[config.mk]
export PLATFORM = sky130hd
export DESIGN_NAME = int4_vector_similarity_accumulator
export DESIGN_NICKNAME = d
export VERILOG_FILES = /design/src/rtl/isva_pkg.sv /design/src/rtl/isva_terms.sv /design/src/rtl/isva_accum.sv /design/src/rtl/int4_vector_similarity_accumulator.sv
export SDC_FILE = /design/constraint.sdc
export NUM_CORES = 1
export LEC_CHECK = 0
export ABC_AREA = 0
export ABC_CLOCK_PERIOD_IN_PS = 26100
export BUFFER_PORTS_ARGS = -buffer_cell sky130_fd_sc_hd__buf_2
export CAP_MARGIN = 40
export CORE_MARGIN = 3
export CORE_UTILIZATION = 63
export DETAILED_ROUTE_END_ITERATION = 7
export PLACE_DENSITY = 0.82
export SETUP_SLACK_MARGIN = 0.1
export SLEW_MARGIN = 15
export SYNTH_ARGS = -nofsm -noshare
export SYNTH_HDL_FRONTEND = slang
export SYNTH_SLANG_ARGS = --single-unit
[constraint.sdc]
create_clock -name clk -period 26.1 [get_ports clk]
set_clock_uncertainty 0.15 [all_clocks]
set_input_delay 5.22 -clock clk [delete_from_list [all_inputs] [get_ports clk]]
set_output_delay 5.22 -clock clk [all_outputs]
set_load 0.01 [all_outputs]
[src/rtl/isva_pkg.sv]
package isva_pkg;

    // Longest vector, in byte pairs, that the accumulators are sized for
    localparam longint MAX_BYTES = 65536;

    localparam int PRIMARY_W = 26;
    localparam int NORM_W    = 24;
    localparam int TERM_W    = 10;
    localparam int NTERM_W   = 8;

    // Saturation bounds, each limited to what the accumulator can hold
    localparam longint PRIMARY_FIELD_MAX = (longint'(1) <<< (PRIMARY_W - 1)) - 1;
    localparam longint PRIMARY_FIELD_MIN = -(longint'(1) <<< (PRIMARY_W - 1));
    localparam longint NORM_FIELD_MAX    = (longint'(1) <<< NORM_W) - 1;

    localparam longint DOT_HI_RAW  = 128 * MAX_BYTES;
    localparam longint DOT_LO_RAW  = -112 * MAX_BYTES;
    localparam longint DIST_HI_RAW = 450 * MAX_BYTES;
    localparam longint NORM_HI_RAW = 128 * MAX_BYTES;

    localparam logic signed [PRIMARY_W:0] DOT_HI =
        (PRIMARY_W + 1)'((DOT_HI_RAW < PRIMARY_FIELD_MAX) ? DOT_HI_RAW : PRIMARY_FIELD_MAX);
    localparam logic signed [PRIMARY_W:0] DOT_LO =
        (PRIMARY_W + 1)'((DOT_LO_RAW > PRIMARY_FIELD_MIN) ? DOT_LO_RAW : PRIMARY_FIELD_MIN);
    localparam logic signed [PRIMARY_W:0] DIST_HI =
        (PRIMARY_W + 1)'((DIST_HI_RAW < PRIMARY_FIELD_MAX) ? DIST_HI_RAW : PRIMARY_FIELD_MAX);
    localparam logic [NORM_W:0] NORM_HI =
        (NORM_W + 1)'((NORM_HI_RAW < NORM_FIELD_MAX) ? NORM_HI_RAW : NORM_FIELD_MAX);

    // Metric mode codes; the unused code behaves as the inner product
    typedef enum logic [1:0] {
        MODE_DOT  = 2'd0,
        MODE_DIST = 2'd1,
        MODE_FULL = 2'd2
    } metric_mode_t;

    // Per-item contribution handed from the term unit to the accumulators
    typedef struct packed {
        logic signed [TERM_W-1:0] primary;
        logic [NTERM_W-1:0]       left_sq;
        logic [NTERM_W-1:0]       right_sq;
        logic                     is_dist;
        logic                     is_full;
    } term_t;

endpackage

[src/rtl/isva_terms.sv]
module isva_terms
    import isva_pkg::*;
(
    input  logic [7:0] left_byte,
    input  logic [7:0] right_byte,
    input  logic [1:0] mode,
    output term_t      terms
);

    logic signed [3:0] l0;
    logic signed [3:0] l1;
    logic signed [3:0] r0;
    logic signed [3:0] r1;
    logic signed [7:0] p0;
    logic signed [7:0] p1;
    logic signed [4:0] d0;
    logic signed [4:0] d1;
    logic signed [TERM_W-1:0] dsq0;
    logic signed [TERM_W-1:0] dsq1;
    logic signed [7:0] lsq0;
    logic signed [7:0] lsq1;
    logic signed [7:0] rsq0;
    logic signed [7:0] rsq1;
    logic is_dist;
    logic is_full;

    // Split the packed bytes into signed nibbles, low nibble first
    assign l0 = $signed(left_byte[3:0]);
    assign l1 = $signed(left_byte[7:4]);
    assign r0 = $signed(right_byte[3:0]);
    assign r1 = $signed(right_byte[7:4]);

    // Form the element products and differences
    assign p0   = 8'(l0) * 8'(r0);
    assign p1   = 8'(l1) * 8'(r1);
    assign d0   = 5'(l0) - 5'(r0);
    assign d1   = 5'(l1) - 5'(r1);
    assign dsq0 = TERM_W'(d0) * TERM_W'(d0);
    assign dsq1 = TERM_W'(d1) * TERM_W'(d1);
    assign lsq0 = 8'(l0) * 8'(l0);
    assign lsq1 = 8'(l1) * 8'(l1);
    assign rsq0 = 8'(r0) * 8'(r0);
    assign rsq1 = 8'(r1) * 8'(r1);

    // Decode the mode; the spare code falls back to the inner product
    always_comb
    begin
        is_dist = 1'b0;
        is_full = 1'b0;
        unique case (mode)
            MODE_DOT:  ;
            MODE_DIST: is_dist = 1'b1;
            MODE_FULL: is_full = 1'b1;
            default:   ;
        endcase
    end

    // Select the contribution of this item
    always_comb
    begin
        terms.is_dist    = is_dist;
        terms.is_full    = is_full;
        if (is_dist)
            terms.primary = dsq0 + dsq1;
        else
            terms.primary = TERM_W'(p0) + TERM_W'(p1);
        terms.left_sq  = NTERM_W'(lsq0) + NTERM_W'(lsq1);
        terms.right_sq = NTERM_W'(rsq0) + NTERM_W'(rsq1);
    end

endmodule

[src/rtl/isva_accum.sv]
module isva_accum
    import isva_pkg::*;
(
    input  logic                        clk,
    input  logic                        rst_n,
    input  logic                        advance,
    input  logic                        item_last,
    input  term_t                       terms,
    input  logic                        out_stall,
    output logic                        out_valid,
    output logic signed [PRIMARY_W-1:0] primary_sum,
    output logic [NORM_W-1:0]           left_norm_sum,
    output logic [NORM_W-1:0]           right_norm_sum
);

    logic signed [PRIMARY_W-1:0] primary_acc_reg;
    logic signed [PRIMARY_W-1:0] primary_acc_next;
    logic [NORM_W-1:0]           left_acc_reg;
    logic [NORM_W-1:0]           left_acc_next;
    logic [NORM_W-1:0]           right_acc_reg;
    logic [NORM_W-1:0]           right_acc_next;
    logic                        out_valid_reg;
    logic signed [PRIMARY_W-1:0] primary_out_reg;
    logic [NORM_W-1:0]           left_out_reg;
    logic [NORM_W-1:0]           right_out_reg;

    logic signed [PRIMARY_W:0]   primary_raw;
    logic signed [PRIMARY_W:0]   primary_lo;
    logic signed [PRIMARY_W:0]   primary_hi;
    logic signed [PRIMARY_W:0]   primary_sat;
    logic [NORM_W:0]             left_raw;
    logic [NORM_W:0]             right_raw;
    logic [NORM_W-1:0]           left_sat;
    logic [NORM_W-1:0]           right_sat;

    // Add this item's contribution with one guard bit
    assign primary_raw = (PRIMARY_W + 1)'(primary_acc_reg) + (PRIMARY_W + 1)'(terms.primary);
    assign left_raw    = (NORM_W + 1)'(left_acc_reg) + (NORM_W + 1)'(terms.left_sq);
    assign right_raw   = (NORM_W + 1)'(right_acc_reg) + (NORM_W + 1)'(terms.right_sq);

    // Clamp to the bounds of the mode in use
    assign primary_lo = terms.is_dist ? '0 : DOT_LO;
    assign primary_hi = terms.is_dist ? DIST_HI : DOT_HI;

    always_comb
    begin
        priority if (primary_raw < primary_lo)
            primary_sat = primary_lo;
        else if (primary_raw > primary_hi)
            primary_sat = primary_hi;
        else
            primary_sat = primary_raw;
    end

    assign left_sat  = (left_raw > NORM_HI) ? NORM_HI[NORM_W-1:0] : left_raw[NORM_W-1:0];
    assign right_sat = (right_raw > NORM_HI) ? NORM_HI[NORM_W-1:0] : right_raw[NORM_W-1:0];

    // Update accumulators; norms move only in the full mode, all clear on last
    always_comb
    begin
        primary_acc_next = primary_acc_reg;
        left_acc_next    = left_acc_reg;
        right_acc_next   = right_acc_reg;
        if (advance)
        begin
            if (item_last)
            begin
                primary_acc_next = '0;
                left_acc_next    = '0;
                right_acc_next   = '0;
            end
            else
            begin
                primary_acc_next = primary_sat[PRIMARY_W-1:0];
                if (terms.is_full)
                begin
                    left_acc_next  = left_sat;
                    right_acc_next = right_sat;
                end
            end
        end
    end

    always_ff @(posedge clk or negedge rst_n)
    begin
        if (!rst_n)
        begin
            primary_acc_reg <= '0;
            left_acc_reg    <= '0;
            right_acc_reg   <= '0;
        end
        else
        begin
            primary_acc_reg <= primary_acc_next;
            left_acc_reg    <= left_acc_next;
            right_acc_reg   <= right_acc_next;
        end
    end

    // Hold the result item until taken; drop it on the taking edge
    always_ff @(posedge clk or negedge rst_n)
    begin
        if (!rst_n)
            out_valid_reg <= 1'b0;
        else if (advance && item_last)
            out_valid_reg <= 1'b1;
        else if (!out_stall)
            out_valid_reg <= 1'b0;
    end

    always_ff @(posedge clk)
    begin
        if (advance && item_last)
        begin
            primary_out_reg <= primary_sat[PRIMARY_W-1:0];
            left_out_reg    <= terms.is_full ? left_sat : '0;
            right_out_reg   <= terms.is_full ? right_sat : '0;
        end
    end

    assign out_valid      = out_valid_reg;
    assign primary_sum    = primary_out_reg;
    assign left_norm_sum  = left_out_reg;
    assign right_norm_sum = right_out_reg;

    // A finished vector leaves all accumulators clear
    assert property (@(posedge clk) disable iff (!rst_n)
        advance && item_last |=> primary_acc_reg == '0 && left_acc_reg == '0
            && right_acc_reg == '0)
        else $error("accumulators not cleared after last item");

    // The primary accumulator never leaves the widest saturation range
    assert property (@(posedge clk) disable iff (!rst_n)
        (PRIMARY_W + 1)'(primary_acc_reg) >= DOT_LO
            && (PRIMARY_W + 1)'(primary_acc_reg) <= DIST_HI)
        else $error("primary accumulator out of range");

    // Norm accumulators stay within their bound
    assert property (@(posedge clk) disable iff (!rst_n)
        (NORM_W + 1)'(left_acc_reg) <= NORM_HI && (NORM_W + 1)'(right_acc_reg) <= NORM_HI)
        else $error("norm accumulator out of range");

    // A new result is never loaded over one that is still waiting
    assert property (@(posedge clk) disable iff (!rst_n)
        advance && item_last |-> !(out_valid_reg && out_stall))
        else $error("result overwritten while stalled");

endmodule

[src/rtl/int4_vector_similarity_accumulator.sv]
// int4 vector similarity accumulator: each item carries one packed byte from
// each of two int4 vectors (two signed nibbles, low nibble first). The item is
// registered on entry, its nibble products, squared differences and squares
// are formed from that register and added into saturating accumulators, and on
// the item marked last the sums go to an output register and the
// accumulators clear. One item is accepted every cycle unless a last item is
// stalled; a last item's sums go to the output register as it leaves the
// input register. Items that are not last keep flowing while a result
// waits; only a last item stalls behind an untaken result.
// metric_mode (cfg_we/cfg_data) selects inner product (0), squared distance
// (1) or dot product with both norms (2); write it only while idle.
module int4_vector_similarity_accumulator
    import isva_pkg::*;
(
    input  logic                        clk,
    input  logic                        rst_n,
    input  logic                        cfg_we,
    input  logic [1:0]                  cfg_data,
    input  logic                        in_valid,
    output logic                        in_stall,
    input  logic [7:0]                  left_byte,
    input  logic [7:0]                  right_byte,
    input  logic                        last,
    output logic                        out_valid,
    input  logic                        out_stall,
    output logic signed [PRIMARY_W-1:0] primary_sum,
    output logic [NORM_W-1:0]           left_norm_sum,
    output logic [NORM_W-1:0]           right_norm_sum
);

    logic [1:0] mode_reg;
    logic       s1_valid_reg;
    logic       s1_valid_next;
    logic [7:0] s1_left_reg;
    logic [7:0] s1_right_reg;
    logic       s1_last_reg;
    logic [1:0] s1_mode_reg;
    logic       advance;
    logic       in_take;
    term_t      terms;

    // Hold the metric mode register
    always_ff @(posedge clk or negedge rst_n)
    begin
        if (!rst_n)
            mode_reg <= MODE_DOT;
        else if (cfg_we)
            mode_reg <= cfg_data;
    end

    // Advance the input stage unless a last item meets a waiting result
    assign advance       = s1_valid_reg && !(s1_last_reg && out_valid && out_stall);
    assign in_stall      = s1_valid_reg && !advance;
    assign in_take       = in_valid && !in_stall;
    assign s1_valid_next = in_take || (s1_valid_reg && !advance);

    always_ff @(posedge clk or negedge rst_n)
    begin
        if (!rst_n)
            s1_valid_reg <= 1'b0;
        else
            s1_valid_reg <= s1_valid_next;
    end

    // Capture the item with the mode in force on arrival
    always_ff @(posedge clk)
    begin
        if (in_take)
        begin
            s1_left_reg  <= left_byte;
            s1_right_reg <= right_byte;
            s1_last_reg  <= last;
            s1_mode_reg  <= mode_reg;
        end
    end

    isva_terms u_terms (
        .left_byte  (s1_left_reg),
        .right_byte (s1_right_reg),
        .mode       (s1_mode_reg),
        .terms      (terms)
    );

    isva_accum u_accum (
        .clk            (clk),
        .rst_n          (rst_n),
        .advance        (advance),
        .item_last      (s1_last_reg),
        .terms          (terms),
        .out_stall      (out_stall),
        .out_valid      (out_valid),
        .primary_sum    (primary_sum),
        .left_norm_sum  (left_norm_sum),
        .right_norm_sum (right_norm_sum)
    );

endmodule
==> metrics.txt <==
# TYPE chip_impl_metric gauge
chip_impl_info{name="tritoncts_clock_tree",value="done"} 1
chip_impl_metric{name="cts_repair_resize_count",unit=""} 0
chip_impl_info{name="clk_root_buffer_cell",value="sky130_fd_sc_hd__clkbuf_16"} 1
chip_impl_metric{name="cpPeakStageDelay",unit="ns"} 0.54
chip_impl_metric{name="synth_fp_nets",unit=""} 1983
chip_impl_metric{name="drv.max_cap_violation_count",unit=""} 0
chip_impl_metric{name="core_area",unit="um^2"} 25250
chip_impl_metric{name="fp-row-count",unit=""} 58
chip_impl_metric{name="die_w",unit="um"} 166.5
chip_impl_info{name="worstSetupEndpointType",value="register"} 1
chip_impl_metric{name="detail_route.wirelength",unit="um"} 35950
chip_impl_info{name="main_combinational_cell_family_by_area_after_synthesis",value="adder cells"} 1
chip_impl_metric{name="final_layout_size_suffix_gt1_share",unit="%"} 13.41
chip_impl_info{name="critPathMostFrequentCell",value="sky130_fd_sc_hd__fa_1"} 1
chip_impl_metric{name="gr-usage-all-layers",unit="%"} 26.63
chip_impl_metric{name="areaGrowthSynthToFinish",unit="%"} 8.424
chip_impl_metric{name="clkSlewWorstSetupHoldPaths",unit="ns"} 0.07
chip_impl_metric{name="cts.hold.buffers_added",unit=""} 0
chip_impl_metric{name="cts_bufs_inserted",unit=""} 17
chip_impl_metric{name="drc_errors",unit=""} 0
chip_impl_metric{name="drt_pre_antenna_iters",unit=""} 6
chip_impl_info{name="netlist.top_cell.by_area",value="sky130_fd_sc_hd__edfxtp_1"} 1
chip_impl_metric{name="cts_num_sinks",unit=""} 171
chip_impl_metric{name="synth-compound-area-share",unit="%"} 16.72
chip_impl_info{name="status",value="complete, no violations"} 1
chip_impl_metric{name="max_freq",unit="MHz"} 89.33
chip_impl_metric{name="synth.yosys.seq_area_share",unit="%"} 29.23
chip_impl_metric{name="slew_at_the_pin_with_the_worst_max_slew_slack",unit="ns"} 0.8410
chip_impl_metric{name="htree_levels",unit=""} 4
chip_impl_metric{name="synth_cell_types",unit=""} 96
chip_impl_info{name="worst_path_dominant_cell_family",value="adder cells"} 1
chip_impl_metric{name="ys_seq_elements",unit=""} 171
chip_impl_metric{name="largest_net_degree_at_the_start_of_global_routing",unit=""} 58
chip_impl_info{name="setup_repair_after_global_routing_missed_its_margin",value="no"} 1
chip_impl_metric{name="synth_adder_area_share",unit="%"} 26.54
chip_impl_metric{name="clock_path_buffers",unit=""} 2
chip_impl_info{name="setup.worst_path.class",value="register to register"} 1
chip_impl_metric{name="muxShareOfSynthArea",unit="%"} 0.8555
chip_impl_metric{name="die_outline_area",unit="um^2"} 27730
chip_impl_metric{name="seqCellArea",unit="um^2"} 4745
chip_impl_metric{name="antenna_violating_nets_left",unit=""} 0
chip_impl_metric{name="routability_cong",unit=""} 0.9198
chip_impl_metric{name="detailroute.via_count",unit=""} 12558
chip_impl_metric{name="synth.top_cell.area_share",unit="%"} 17.20
chip_impl_metric{name="clock_latency",unit="ns"} 0.44
chip_impl_metric{name="synth_edf_count",unit=""} 93
chip_impl_metric{name="slew_headroom",unit="%"} 43.80
chip_impl_metric{name="fin_crit",unit="ns"} 11.19
chip_impl_metric{name="final_tns_setup",unit="ns"} 0
chip_impl_metric{name="io_buffers",unit=""} 99
chip_impl_metric{name="route.detailed.vias_per_inst",unit=""} 5.966
chip_impl_metric{name="cp_max_fo",unit=""} 17
chip_impl_metric{name="num_antenna_cells",unit=""} 0
chip_impl_metric{name="vias_in_the_first_global_route",unit=""} 12913
chip_impl_metric{name="synthesis.yosys.warnings",unit=""} 0
chip_impl_metric{name="area_share_of_xor_xnor_cells_in_the_synthesized_design",unit="%"} 5.503
chip_impl_info{name="min_path_type",value="register to register"} 1
chip_impl_metric{name="asyncSetResetFlopFracSynth",unit="%"} 45.61
chip_impl_metric{name="die_h",unit="um"} 166.5
chip_impl_metric{name="post_synth_and_or_nand_nor_area_fraction",unit="%"} 14.45
chip_impl_metric{name="syn-mean-instance-area",unit="um^2"} 9.646
chip_impl_metric{name="syn-cell-area",unit="um^2"} 16230
chip_impl_metric{name="post-dp-hpwl",unit="um"} 27510
chip_impl_info{name="slowest_stage",value="sky130_fd_sc_hd__fa_1"} 1
chip_impl_info{name="yosys-top-cells-area",value="sky130_fd_sc_hd__edfxtp_1, sky130_fd_sc_hd__fa_1, sky130_fd_sc_hd__ha_1"} 1
chip_impl_metric{name="antenna_found_initial",unit=""} 0
chip_impl_info{name="synthFlopType",value="sky130_fd_sc_hd__edfxtp_1"} 1
chip_impl_metric{name="timing_max_transition_violations_final",unit=""} 0
chip_impl_metric{name="timing.final.crit_share",unit="%"} 42.89
chip_impl_metric{name="critical_path_buf_inv_count",unit=""} 8
chip_impl_metric{name="area_of_combinational_cells_with_multiple_inputs",unit="um^2"} 10410
chip_impl_metric{name="ioPinCount",unit=""} 100
chip_impl_metric{name="critPathArrivalTime",unit="ns"} 11.34
chip_impl_metric{name="crit_required",unit="ns"} 26.24
chip_impl_metric{name="initialDrtViolationCount",unit=""} 980
chip_impl_metric{name="wl_per_cell",unit="um"} 17.08
chip_impl_metric{name="timing.final.hold_violations",unit=""} 0
chip_impl_metric{name="nNetsFinal",unit=""} 2062
chip_impl_info{name="startpoint_type",value="register"} 1
chip_impl_metric{name="final_layout_fill_cell_count",unit=""} 1937
chip_impl_metric{name="timing.final.setup_violations",unit=""} 0
chip_impl_metric{name="cts_setup_buffers",unit=""} 0
chip_impl_metric{name="synthesized_instance_count",unit=""} 1683
chip_impl_metric{name="initial_utilization",unit="%"} 64.28
chip_impl_metric{name="overflow",unit=""} 0
chip_impl_metric{name="grt_first_pass_wirelength",unit="um"} 61760
[layout by cell type (no fill, tap or decap), types with 26 or more instances in the layout]
cell type and n:
sky130_fd_sc_hd__fa_1 114, sky130_fd_sc_hd__and2_1 26, sky130_fd_sc_hd__edfxtp_1 93, sky130_fd_sc_hd__o21ai_0 55, sky130_fd_sc_hd__a21oi_1 79, sky130_fd_sc_hd__buf_2 98, sky130_fd_sc_hd__dfrtp_1 78, sky130_fd_sc_hd__nor3_1 29
sky130_fd_sc_hd__nor2_1 129, sky130_fd_sc_hd__xor2_1 31, sky130_fd_sc_hd__xnor2_1 71, sky130_fd_sc_hd__inv_1 211, sky130_fd_sc_hd__nand2_1 158, sky130_fd_sc_hd__nand3_1 27, sky130_fd_sc_hd__ha_1 162, sky130_fd_sc_hd__a21o_1 38
[synth_stat cells (all sizes together), types with 5 or more instances]
cell,count
nand3,29
o31ai,9
clkbuf,29
and3,17
buf,22
o21a,16
fa,114
o21ba,10
a2111oi,7
a31oi,7
a21o,40
nor2b,15
nand2,159
nor3,30
xnor2,71
o211ai,15
o21bai,9
or2,13
o221ai,17
and4,6
nor2,132
edfxtp,93
o21ai,85
mux2i,9
inv,211
and2,27
a21boi,5
or3,6
a21oi,84
xor2,31
a211oi,12
dfrtp,78
a22oi,5
nand2b,19
a32oi,5
nor4,8
ha,162
nand4,20
[cell type report]
type	instances	share of cell area [%]
well taps	330	2.346
clock buffers	18	2.438
repair buffers	111	3.519
multi-input cells	1247	59.14
clock inverters	14	1.038
inverters	214	4.564
flip-flops and latches	171	26.95
[final timing paths]
kind                           startpoint                          end  slack [ns]  cells past startpoint
max in group asynchronous           rst_n    u_accum.right_acc_reg[16]       20.19                      2
min                           mode_reg[1]               s1_mode_reg[1]        0.30                      0
min in group asynchronous           rst_n  u_accum.primary_acc_reg[15]        4.52                      1
max                        s1_left_reg[0]  u_accum.primary_acc_reg[22]       14.91                     41
min reg2reg                   mode_reg[1]               s1_mode_reg[1]        0.30                      0
max reg2reg                s1_left_reg[0]  u_accum.primary_acc_reg[22]       14.91                     41
[per-stage QoR]
step,util (%),hold WS [ns],cells,setup slack (ns),area [um^2]
2_1_floorplan,-,0.2711,1683,15.29,16230
3_3_place_gp,67.06,0.2805,2070,15.10,16940
3_5_place_dp,67.28,0.2792,2073,15.03,16990
4_1_cts,69.70,0.2961,2105,14.98,17600
5_1_grt,69.70,0.3074,2105,14.21,17600
6_report,69.70,0.2958,2105,14.91,17600
[kinds of logic (layout without fill, tap and decap cells)]
kind of cell               count (synthesis)  in the layout
buffers and inverters                    265            357
muxes                                     13             13
adders and majority gates                276            276
xor gates and xnor gates                 102            102
DFF                                      171            171
AOI/OAI and AO/OA                        368            368
and+or+nand+nor                          488            488
[metal layers]
layer	track usage, %	routed length [um]	vias to the layer above
li1	-	-	5956
met5	0	0	-
met1	36.23	15630	6078
met3	4.083	2075	84
met4	8.393	900	0
met2	44.39	17340	440
Power is not shown: default switching activity piles up to over one toggle a cycle in this logic, so the estimate is an artifact.
